--- src/hw/rtl/bof_pkg.sv ---
// Shared types and codes for the broadcast offset generator.
// No dependencies; used by bof_cell and broadcast_offset_generator_top.
package bof_pkg;

  typedef enum logic [1:0] {
    OP_LOAD_A = 2'd0,
    OP_LOAD_B = 2'd1,
    OP_MAP    = 2'd2,
    OP_NONE   = 2'd3
  } bof_op_e;

  typedef enum logic [2:0] {
    ST_OK                = 3'd0,
    ST_NOT_BROADCASTABLE = 3'd1,
    ST_SIZE_OVERFLOW     = 3'd2,
    ST_INDEX_TOO_LARGE   = 3'd3,
    ST_ZERO_EXTENT       = 3'd4
  } bof_status_e;

  typedef enum logic [3:0] {
    S_IDLE,
    S_ALIGN,
    S_SZ_CHK,
    S_SZ_MUL,
    S_SZ_NEXT,
    S_SZ_END,
    S_DV_CHK,
    S_DV,
    S_MUL,
    S_DONE
  } bof_state_e;

  localparam logic REG_A_RANK = 1'b0;
  localparam logic REG_B_RANK = 1'b1;

  typedef struct packed {
    logic [1:0]  opcode;
    logic [2:0]  dim_position;
    logic [31:0] extent;
    logic [31:0] linear_index;
  } bof_in_t;

  typedef struct packed {
    logic [31:0] a_offset;
    logic [31:0] b_offset;
    logic [31:0] output_size;
    logic [2:0]  status;
  } bof_out_t;

  // Control broadcast to every cell of the extent chain.
  typedef struct packed {
    logic        load_a;
    logic        load_b;
    logic [2:0]  load_pos;
    logic [31:0] load_ext;
    logic        copy;
    logic        shift_a;
    logic        shift_b;
  } bof_cell_ctl_t;

endpackage

--- src/hw/rtl/bof_cell.sv ---
// One cell of the extent chain: stored extents of one dimension and a working pair.
// Depends on bof_pkg.
module bof_cell #(
  parameter int unsigned IDX = 0
) (
  input  logic                   clk_i,
  input  logic                   rst_ni,
  input  bof_pkg::bof_cell_ctl_t ctl_i,
  input  logic [31:0]            left_a_i,
  input  logic [31:0]            left_b_i,
  output logic [31:0]            work_a_o,
  output logic [31:0]            work_b_o
);

  logic [31:0] ext_a_q, ext_b_q, work_a_q, work_b_q;
  logic        hit;

  assign hit = (int'(ctl_i.load_pos) == int'(IDX));

  always_ff @(posedge clk_i or negedge rst_ni) begin
    if (!rst_ni) begin
      ext_a_q <= 32'd1;
      ext_b_q <= 32'd1;
    end else begin
      if (ctl_i.load_a && hit) begin
        ext_a_q <= ctl_i.load_ext;
      end
      if (ctl_i.load_b && hit) begin
        ext_b_q <= ctl_i.load_ext;
      end
    end
  end

  // The working pair is copied from storage at the start of a map and then
  // moves along the chain.
  always_ff @(posedge clk_i) begin
    if (ctl_i.copy) begin
      work_a_q <= ext_a_q;
      work_b_q <= ext_b_q;
    end else begin
      if (ctl_i.shift_a) begin
        work_a_q <= left_a_i;
      end
      if (ctl_i.shift_b) begin
        work_b_q <= left_b_i;
      end
    end
  end

  assign work_a_o = work_a_q;
  assign work_b_o = work_b_q;

endmodule

--- src/hw/rtl/broadcast_offset_generator_top.sv ---
// Top level of the broadcast offset generator: control sequencer, arithmetic and APB registers.
// Depends on bof_pkg and bof_cell.

// The block holds the extents of two operands in a chain of MAX_DIMS cells and
// maps a row-major output index to one element offset per operand under
// right-aligned broadcasting. One item is worked on at a time. A load, or an
// unused opcode, goes straight to the done state, which moves the result into
// the output register once that register is free and then returns to idle,
// where the next input is taken. A map walks the chain: alignment shifts both
// operands onto their last dimension, then each dimension passes through a
// bit-serial multiplier for the output size, and, when the index is in range,
// each dimension takes a set-up step, a bit-serial restoring divider and four
// steps of one shared 32 by 32 multiplier; the bit-serial divider and
// multiplier set how long a map takes. The next input is taken while a finished
// result still waits in the output register. Registers a_rank (byte address 0)
// and b_rank (byte address 4) are to be written over APB only while the block
// is idle; the user must keep to this, as the block itself does not enforce it.
module broadcast_offset_generator_top #(
  parameter int unsigned MAX_DIMS   = 8,
  parameter int unsigned INDEX_BITS = 32
) (
  input  logic              clk_i,
  input  logic              rst_ni,
  input  logic              in_valid_i,
  output logic              in_ready_o,
  input  bof_pkg::bof_in_t  in_data_i,
  output logic              out_valid_o,
  input  logic              out_ready_i,
  output bof_pkg::bof_out_t out_data_o,
  input  logic              psel,
  input  logic              penable,
  input  logic              pwrite,
  input  logic [2:0]        paddr,
  input  logic [31:0]       pwdata,
  output logic [31:0]       prdata,
  output logic              pready
);

  localparam int unsigned KW = $clog2(MAX_DIMS + 1);
  localparam int unsigned IB = INDEX_BITS;
  localparam int unsigned CW = (IB > 32) ? IB : 32;
  localparam logic [IB-1:0] LIMIT = '1;

  // Configuration registers.
  logic [3:0] a_rank_q, b_rank_q;
  logic       cfg_wr;

  assign pready = 1'b1;
  assign cfg_wr = psel && penable && pwrite;

  always_ff @(posedge clk_i or negedge rst_ni) begin
    if (!rst_ni) begin
      a_rank_q <= 4'd1;
      b_rank_q <= 4'd1;
    end else if (cfg_wr) begin
      if (paddr[2] == bof_pkg::REG_A_RANK) begin
        a_rank_q <= pwdata[3:0];
      end else begin
        b_rank_q <= pwdata[3:0];
      end
    end
  end

  assign prdata = (paddr[2] == bof_pkg::REG_B_RANK) ? {28'd0, b_rank_q} : {28'd0, a_rank_q};

  // A rank of zero counts as one and a rank beyond the chain saturates.
  function automatic logic [KW-1:0] eff_rank(input logic [3:0] r);
    logic [KW-1:0] e;
    if (r == 4'd0) begin
      e = KW'(1);
    end else if (int'(r) > int'(MAX_DIMS)) begin
      e = KW'(MAX_DIMS);
    end else begin
      e = KW'(r);
    end
    return e;
  endfunction

  logic [KW-1:0] sh_a, sh_b;
  assign sh_a = KW'(MAX_DIMS) - eff_rank(a_rank_q);
  assign sh_b = KW'(MAX_DIMS) - eff_rank(b_rank_q);

  // Extent chain. The tail cell holds the dimension being worked on; a rotation
  // feeds the tail back into the head, during alignment the head takes ones.
  bof_pkg::bof_cell_ctl_t ctl;
  logic [31:0] work_a [MAX_DIMS];
  logic [31:0] work_b [MAX_DIMS];
  logic [31:0] head_a, head_b, ta, tb;
  logic        head_one;

  assign ta     = work_a[MAX_DIMS-1];
  assign tb     = work_b[MAX_DIMS-1];
  assign head_a = head_one ? 32'd1 : ta;
  assign head_b = head_one ? 32'd1 : tb;

  for (genvar g = 0; g < MAX_DIMS; g++) begin : g_cell
    bof_cell #(.IDX(g)) u_cell (
      .clk_i    (clk_i),
      .rst_ni   (rst_ni),
      .ctl_i    (ctl),
      .left_a_i ((g == 0) ? head_a : work_a[(g == 0) ? 0 : g-1]),
      .left_b_i ((g == 0) ? head_b : work_b[(g == 0) ? 0 : g-1]),
      .work_a_o (work_a[g]),
      .work_b_o (work_b[g])
    );
  end

  // Sequencer registers.
  bof_pkg::bof_state_e state_q, state_d;
  logic [KW-1:0]       k_q, k_d;
  logic [4:0]          bit_q, bit_d;
  logic [1:0]          sub_q, sub_d;
  logic [IB-1:0]       size_q, size_d;
  logic [IB+1:0]       acc_q, acc_d;
  logic [31:0]         os_q, os_d;
  logic                incomp_q, incomp_d, ovf_q, ovf_d;
  logic [31:0]         lin_q, lin_d, rem_q, rem_d;
  logic [31:0]         sa_q, sa_d, sb_q, sb_d, offa_q, offa_d, offb_q, offb_d;
  bof_pkg::bof_in_t    item_q, item_d;
  bof_pkg::bof_out_t   res_q, res_d, out_q, out_d;
  logic                out_valid_q, out_valid_d;

  // Datapath helpers.
  logic [31:0]   os_max;
  logic [IB+1:0] acc_n;
  logic [32:0]   div_r;
  logic          div_ge;
  logic [31:0]   mul_x, mul_y;
  logic [63:0]   mul_p;
  logic [CW-1:0] size_cw, lim_cw;

  assign os_max  = (ta > tb) ? ta : tb;
  assign acc_n   = {acc_q[IB:0], 1'b0} + (os_q[bit_q] ? (IB+2)'(size_q) : '0);
  assign div_r   = {rem_q, lin_q[31]};
  assign div_ge  = div_r >= {1'b0, os_q};
  assign mul_p   = mul_x * mul_y;
  assign size_cw = CW'(size_q);
  assign lim_cw  = CW'(LIMIT);

  always_comb begin
    case (sub_q)
      2'd0:    begin mul_x = rem_q; mul_y = sa_q; end
      2'd1:    begin mul_x = rem_q; mul_y = sb_q; end
      2'd2:    begin mul_x = sa_q;  mul_y = ta;   end
      default: begin mul_x = sb_q;  mul_y = tb;   end
    endcase
  end

  always_comb begin
    state_d     = state_q;
    k_d         = k_q;
    bit_d       = bit_q;
    sub_d       = sub_q;
    size_d      = size_q;
    acc_d       = acc_q;
    os_d        = os_q;
    incomp_d    = incomp_q;
    ovf_d       = ovf_q;
    lin_d       = lin_q;
    rem_d       = rem_q;
    sa_d        = sa_q;
    sb_d        = sb_q;
    offa_d      = offa_q;
    offb_d      = offb_q;
    item_d      = item_q;
    res_d       = res_q;
    out_d       = out_q;
    out_valid_d = out_valid_q && !out_ready_i;
    ctl         = '0;
    ctl.load_pos = in_data_i.dim_position;
    ctl.load_ext = in_data_i.extent;
    head_one    = 1'b0;
    in_ready_o  = 1'b0;

    case (state_q)
      bof_pkg::S_IDLE: begin
        in_ready_o = 1'b1;
        if (in_valid_i) begin
          item_d = in_data_i;
          res_d  = '0;
          state_d = bof_pkg::S_DONE;
          case (bof_pkg::bof_op_e'(in_data_i.opcode))
            bof_pkg::OP_LOAD_A, bof_pkg::OP_LOAD_B: begin
              if (in_data_i.extent == 32'd0) begin
                res_d.status = bof_pkg::ST_ZERO_EXTENT;
              end else begin
                ctl.load_a = (in_data_i.opcode == bof_pkg::OP_LOAD_A);
                ctl.load_b = (in_data_i.opcode == bof_pkg::OP_LOAD_B);
              end
            end
            bof_pkg::OP_MAP: begin
              ctl.copy = 1'b1;
              k_d      = '0;
              state_d  = bof_pkg::S_ALIGN;
            end
            default: ;
          endcase
        end
      end

      // Shift each operand toward the tail until its last dimension sits there.
      bof_pkg::S_ALIGN: begin
        head_one    = 1'b1;
        ctl.shift_a = (k_q < sh_a);
        ctl.shift_b = (k_q < sh_b);
        k_d         = k_q + KW'(1);
        if (k_q == KW'(MAX_DIMS - 1)) begin
          k_d      = '0;
          size_d   = IB'(1);
          incomp_d = 1'b0;
          ovf_d    = 1'b0;
          state_d  = bof_pkg::S_SZ_CHK;
        end
      end

      bof_pkg::S_SZ_CHK: begin
        if (ta != tb && ta != 32'd1 && tb != 32'd1) begin
          incomp_d = 1'b1;
        end
        os_d    = os_max;
        acc_d   = '0;
        bit_d   = 5'd31;
        state_d = (ovf_q || incomp_q) ? bof_pkg::S_SZ_NEXT : bof_pkg::S_SZ_MUL;
      end

      // Shift-add multiply of the running size by one output extent, most
      // significant bit first; the partial product only grows, so the limit
      // check may stop it early.
      bof_pkg::S_SZ_MUL: begin
        acc_d = acc_n;
        bit_d = bit_q - 5'd1;
        if (acc_n[IB+1:IB] != 2'd0) begin
          ovf_d   = 1'b1;
          state_d = bof_pkg::S_SZ_NEXT;
        end else if (bit_q == 5'd0) begin
          size_d  = acc_n[IB-1:0];
          state_d = bof_pkg::S_SZ_NEXT;
        end
      end

      bof_pkg::S_SZ_NEXT: begin
        ctl.shift_a = 1'b1;
        ctl.shift_b = 1'b1;
        k_d         = k_q + KW'(1);
        state_d     = bof_pkg::S_SZ_CHK;
        if (k_q == KW'(MAX_DIMS - 1)) begin
          k_d     = '0;
          state_d = bof_pkg::S_SZ_END;
        end
      end

      bof_pkg::S_SZ_END: begin
        res_d   = '0;
        state_d = bof_pkg::S_DONE;
        if (incomp_q) begin
          res_d.status = bof_pkg::ST_NOT_BROADCASTABLE;
        end else if (ovf_q) begin
          res_d.output_size = lim_cw[31:0];
          res_d.status      = bof_pkg::ST_SIZE_OVERFLOW;
        end else begin
          res_d.output_size = size_cw[31:0];
          if (CW'(item_q.linear_index) >= size_cw) begin
            res_d.status = bof_pkg::ST_INDEX_TOO_LARGE;
          end else begin
            lin_d   = item_q.linear_index;
            sa_d    = 32'd1;
            sb_d    = 32'd1;
            offa_d  = '0;
            offb_d  = '0;
            state_d = bof_pkg::S_DV_CHK;
          end
        end
      end

      bof_pkg::S_DV_CHK: begin
        os_d    = os_max;
        rem_d   = '0;
        bit_d   = 5'd31;
        state_d = bof_pkg::S_DV;
      end

      // Restoring division: the remainder is the coordinate in this dimension
      // and the quotient carries on to the next one.
      bof_pkg::S_DV: begin
        rem_d = div_ge ? 32'(div_r - {1'b0, os_q}) : div_r[31:0];
        lin_d = {lin_q[30:0], div_ge};
        bit_d = bit_q - 5'd1;
        if (bit_q == 5'd0) begin
          sub_d   = 2'd0;
          state_d = bof_pkg::S_MUL;
        end
      end

      // Four steps on the shared multiplier: both offsets, then both strides.
      bof_pkg::S_MUL: begin
        sub_d = sub_q + 2'd1;
        case (sub_q)
          2'd0: if (ta != 32'd1) offa_d = offa_q + mul_p[31:0];
          2'd1: if (tb != 32'd1) offb_d = offb_q + mul_p[31:0];
          2'd2: sa_d = mul_p[31:0];
          default: begin
            sb_d        = mul_p[31:0];
            ctl.shift_a = 1'b1;
            ctl.shift_b = 1'b1;
            k_d         = k_q + KW'(1);
            state_d     = bof_pkg::S_DV_CHK;
            if (k_q == KW'(MAX_DIMS - 1)) begin
              res_d.a_offset = offa_q;
              res_d.b_offset = offb_q;
              state_d        = bof_pkg::S_DONE;
            end
          end
        endcase
      end

      bof_pkg::S_DONE: begin
        if (!out_valid_q || out_ready_i) begin
          out_d       = res_q;
          out_valid_d = 1'b1;
          state_d     = bof_pkg::S_IDLE;
        end
      end

      default: state_d = bof_pkg::S_IDLE;
    endcase
  end

  always_ff @(posedge clk_i or negedge rst_ni) begin
    if (!rst_ni) begin
      state_q     <= bof_pkg::S_IDLE;
      out_valid_q <= 1'b0;
      k_q         <= '0;
      bit_q       <= '0;
      sub_q       <= '0;
      incomp_q    <= 1'b0;
      ovf_q       <= 1'b0;
    end else begin
      state_q     <= state_d;
      out_valid_q <= out_valid_d;
      k_q         <= k_d;
      bit_q       <= bit_d;
      sub_q       <= sub_d;
      incomp_q    <= incomp_d;
      ovf_q       <= ovf_d;
    end
  end

  always_ff @(posedge clk_i) begin
    size_q <= size_d;
    acc_q  <= acc_d;
    os_q   <= os_d;
    lin_q  <= lin_d;
    rem_q  <= rem_d;
    sa_q   <= sa_d;
    sb_q   <= sb_d;
    offa_q <= offa_d;
    offb_q <= offb_d;
    item_q <= item_d;
    res_q  <= res_d;
    out_q  <= out_d;
  end

  assign out_valid_o = out_valid_q;
  assign out_data_o  = out_q;

`ifndef SYNTHESIS
  a_ready_idle: assert property (@(posedge clk_i) disable iff (!rst_ni)
    in_ready_o |-> state_q == bof_pkg::S_IDLE)
    else $error("input taken while an item is in progress");

  a_fail_zero_offsets: assert property (@(posedge clk_i) disable iff (!rst_ni)
    out_valid_o && out_data_o.status != bof_pkg::ST_OK
      |-> out_data_o.a_offset == 32'd0 && out_data_o.b_offset == 32'd0)
    else $error("nonzero offset on a failed item");

  a_ovf_saturates: assert property (@(posedge clk_i) disable iff (!rst_ni)
    out_valid_o && out_data_o.status == bof_pkg::ST_SIZE_OVERFLOW
      |-> out_data_o.output_size == lim_cw[31:0])
    else $error("overflowed size not saturated");

  a_result_after_done: assert property (@(posedge clk_i) disable iff (!rst_ni)
    $rose(out_valid_o) |-> $past(state_q) == bof_pkg::S_DONE)
    else $error("result presented without a finished item");
`endif

endmodule

--- config.mk ---
export PLATFORM = sky130hd
export DESIGN_NAME = broadcast_offset_generator_top
export DESIGN_NICKNAME = d
export VERILOG_FILES = /design/src/hw/rtl/bof_pkg.sv /design/src/hw/rtl/bof_cell.sv /design/src/hw/rtl/broadcast_offset_generator_top.sv
export SDC_FILE = /design/constraint.sdc
export NUM_CORES = 2
export LEC_CHECK = 0
export BUFFER_PORTS_ARGS = -buffer_cell sky130_fd_sc_hd__buf_2
export CAP_MARGIN = 20
export CORE_ASPECT_RATIO = 0.7
export CORE_MARGIN = 5
export CORE_UTILIZATION = 41
export CTS_BUF_LIST = sky130_fd_sc_hd__clkbuf_4 sky130_fd_sc_hd__clkbuf_8
export DETAILED_ROUTE_END_ITERATION = 8
export HOLD_SLACK_MARGIN = 0.05
export PLACE_DENSITY = 0.64
export SYNTH_ARGS = -nofsm -noshare
export SYNTH_HDL_FRONTEND = slang
export SYNTH_SLANG_ARGS = --single-unit
--- constraint.sdc ---
create_clock -name clk_i -period 35.7 [get_ports clk_i]
set_input_delay 0 -clock clk_i [delete_from_list [all_inputs] [get_ports clk_i]]
set_output_delay 0 -clock clk_i [all_outputs]
set_load 0.03 [all_outputs]
==> run metrics <==
Core ar.=0.208 mm²; commonest non-fill, non-tap cell in the layout=edfxtp_1; reg-to-reg slack, setup=23.47 ns; DIE WIDTH=557 µm; cts repair resizes=0; synthesis-to-layout area growth=12.8%; CTS tree=built; largest net degree at the start of global routing=179; Starting Density=41.2%; Mean Syn Cell Area=12.8 µm²; initial antenna violation count=11; WP data required=36.32 ns; post-DR wirelength/cell=22.0 µm; CTS root buffer=clkbuf_8; Iter 0 DRT Violations=4,863; critical path's slowest cell=dfrtp_1; fin crit period=12.23 ns; max_slew headroom=16.8%; I/O pin count=roughly 250; CP dominant cell by count=fa_1; HP Start=in_data_i[60]; Max Slew Vio Count=0; sum of negative setup slack=0 ns; CP Max Fanout=34; CP delay by family, top=adder cells; period utilization=34.3%; DP HPWL=151,000 µm; RSZ-0062 raised after global routing=false; CTS HTree Levels=4; run status=complete, but fails checks; total grt overflow=0; worst-skew pair later-pin latency=0.98 ns; first-pass GRT wire length=340,000 µm; Worst Path Buf+Inv=4; fillers=between 15,000 and 20,000; Worst-Margin Slew=1.24 ns; CP Class=reg -> reg; commonest cells after routing, fill and taps aside=edfxtp_1, mux2_2, nand2_1; start of the worst register-to-register path=sub_q[1]$_DFFE_PN0P_; synthesized instance count=6,703; Hold Crit Class=in -> reg; Pre-antenna DRT Iters=9; hold path endpoint=g_cell[0].u_cell.ext_a_q[28]$_DFFE_PN0P_; R2R depth=37; Yosys warning count=0; Yosys reg bits=1,569; GRT Resource Usage Total=20.0%; CTS Buf Count=245; post-detailed-route count of antenna-violating nets=0; number of global-route vias before repair=between 50,000 and 60,000; r2r endpoint=offb_q[30]$_SDFFCE_PN0P_; failing checks=DRC; Via density=roughly 5.4; Core Util, Final=46.5%; hold path cells=3; Unique masters post-synth=89; Placement Rows=140; GPL Wtd Cong=0.945; Seq/Total Area, Yosys=51.8%; final hold viol count=0; leading register cell type out of synthesis=edfxtp_1; Crit path arrival time=12.86 ns; Routed Wire Length=roughly 220,000 µm; Die ar.=roughly 0.22 mm²; crit path launch type=flop; final routed DRC violation total=7; EDFF count, synth=between 1,000 and 1,500; Longest Clk Path Bufs=4; max-cap violation count=0; Async SR Flop Fraction=34.3%; peak per-stage delay on the critical path=0.83 ns; routed vias=53,800; Synth Cell Area=~0.086 mm²; clk_skew=around 0.11 ns; Final setup viols=0; CTS Sinks=1,569; buffers added on ports=~190; nets=7,934; Die Height=around 390 µm; Clock transition at path regs=around 0.07 ns; highest clock rate=0.0817 GHz; share of layout cells above drive strength 1=25.6%; element type at the critical path end=flop
final cells by class:
class                           instances  area, µm²  share of cell area, %
Antenna cell                            3       7.51                0.00776
Clock buffer                          387       4620                   4.78
Clock inverter                         58        494                  0.511
Inverter                              557       2090                   2.16
Multi-Input combinational cell       4261      38200                   39.5
Sequential cell                      1569      44400                   46.0
Tap cell                             2769       3460                   3.58
Timing Repair Buffer                  446       3360                   3.47
per-layer routing:
metal	vias up	track usage, %	part of all wire [%]
li1	24200	-	-
met1	27600	29.7	47
met2	1667	29.8	43
met3	381	3.97	7.0
met4	4	5.93	2.9
met5	-	0	0.013
state kept, by name (all words and copies together) (netlist names), 32 cells and up:
name,flops
out_data_o,99
lin_q,32
rem_q,32
g_cell.u_cell.work_a_o,256
g_cell.u_cell.ext_a_q,256
os_q,32
g_cell.u_cell.work_b_o,256
res_q,99
offa_q,32
g_cell.u_cell.ext_b_q,256
sa_q,32
offb_q,32
size_cw,32
acc_q,33
item_q,32
sb_q,32
Yosys cell counts, drive strengths merged, types with 18 or more instances:
| library cell | number | area (µm²) |
|---|---|---|
| inv | 557 | 2090 |
| a22oi | 33 | 253 |
| clkbuf | 277 | 1040 |
| nand2 | 575 | 2160 |
| mux2i | 46 | 460 |
| nand2b | 59 | 369 |
| o21ai | 149 | 757 |
| nor4 | 31 | 194 |
| ha | 331 | 4140 |
| nor2 | 478 | 1800 |
| and2 | 59 | 370 |
| xor2 | 58 | 508 |
| nor2b | 65 | 407 |
| a211oi | 44 | 330 |
| a21oi | 155 | 783 |
| a31oi | 35 | 231 |
| o31ai | 43 | 333 |
| nand3 | 26 | 130 |
| o21a | 36 | 270 |
| dfrtp | 520 | 13000 |
| o21bai | 24 | 180 |
| mux2 | 1013 | 11400 |
| a222oi | 21 | 210 |
| buf | 68 | 403 |
| xnor2 | 134 | 1170 |
| a21o | 100 | 753 |
| nand4 | 28 | 175 |
| nor3 | 50 | 255 |
| dfstp | 18 | 473 |
| fa | 412 | 8250 |
| edfxtp | 1031 | 31000 |
| and3 | 91 | 569 |
worst register-to-register path: cells and delay by family (launching register included):
kind,cells,cell delay (ns)
AO/OA/AOI/OAI,14,4.24
XOR/XNOR,2,0.45
adder cells (fa/ha/maj),11,4.55
AND/OR/NAND/NOR,6,1.03
flip-flops,1,0.83
buffers and inverters,4,0.80
metrics by stage:
step / area [µm²] / std cells / setup WS [ns] / hold WS (ns)
after floorplan: 85900 / 6732 / 14.41 / -0.296
after global placement: 90000 / 9450 / 24.18 / 0.106
after detailed placement: 90100 / 9454 / 23.82 / 0.106
after CTS: 96600 / 10000 / 23.74 / 0.0512
after global routing: 96700 / 10000 / 22.92 / 0.0953
final: 96700 / 10100 / 23.47 / 0.132
how the worst max path moves through the flow:
stage                     cells after the start                                     end               startpoint
after floorplan                               9  g_cell[0].u_cell.work_a_o[0]$_DFFE_PP_  a_rank_q[0]$_DFFE_PN1P_
after global placement                       41                offb_q[30]$_SDFFCE_PN0P_     sub_q[1]$_DFFE_PN0P_
after detailed placement                     40                offb_q[30]$_SDFFCE_PN0P_     sub_q[1]$_DFFE_PN0P_
after CTS                                    40                offb_q[30]$_SDFFCE_PN0P_     sub_q[1]$_DFFE_PN0P_
after global routing                         41                offb_q[30]$_SDFFCE_PN0P_     sub_q[1]$_DFFE_PN0P_
final                                        37                offb_q[30]$_SDFFCE_PN0P_     sub_q[1]$_DFFE_PN0P_
logic make-up after synthesis:
| kind of cell | count (synthesis) | synth area share [%] |
|---|---|---|
| flops | 1569 | 51.8 |
| simple gates | 1506 | 7.88 |
| mux | 1069 | 14.1 |
| buf+inv | 902 | 4.12 |
| fa+ha+maj | 743 | 14.4 |
| compound gates | 719 | 5.63 |
| xor+xnor | 193 | 1.99 |
| other cells | 2 | 0.00876 |
timing repair:
item,CTS,global route
hold buffers,144,0
hold endpoints to repair,898,0
buffers inserted,0,0
Power is left out: the tool's default activity adds up to more than one toggle a clock period on the data nets, which glitch-free logic cannot reach.
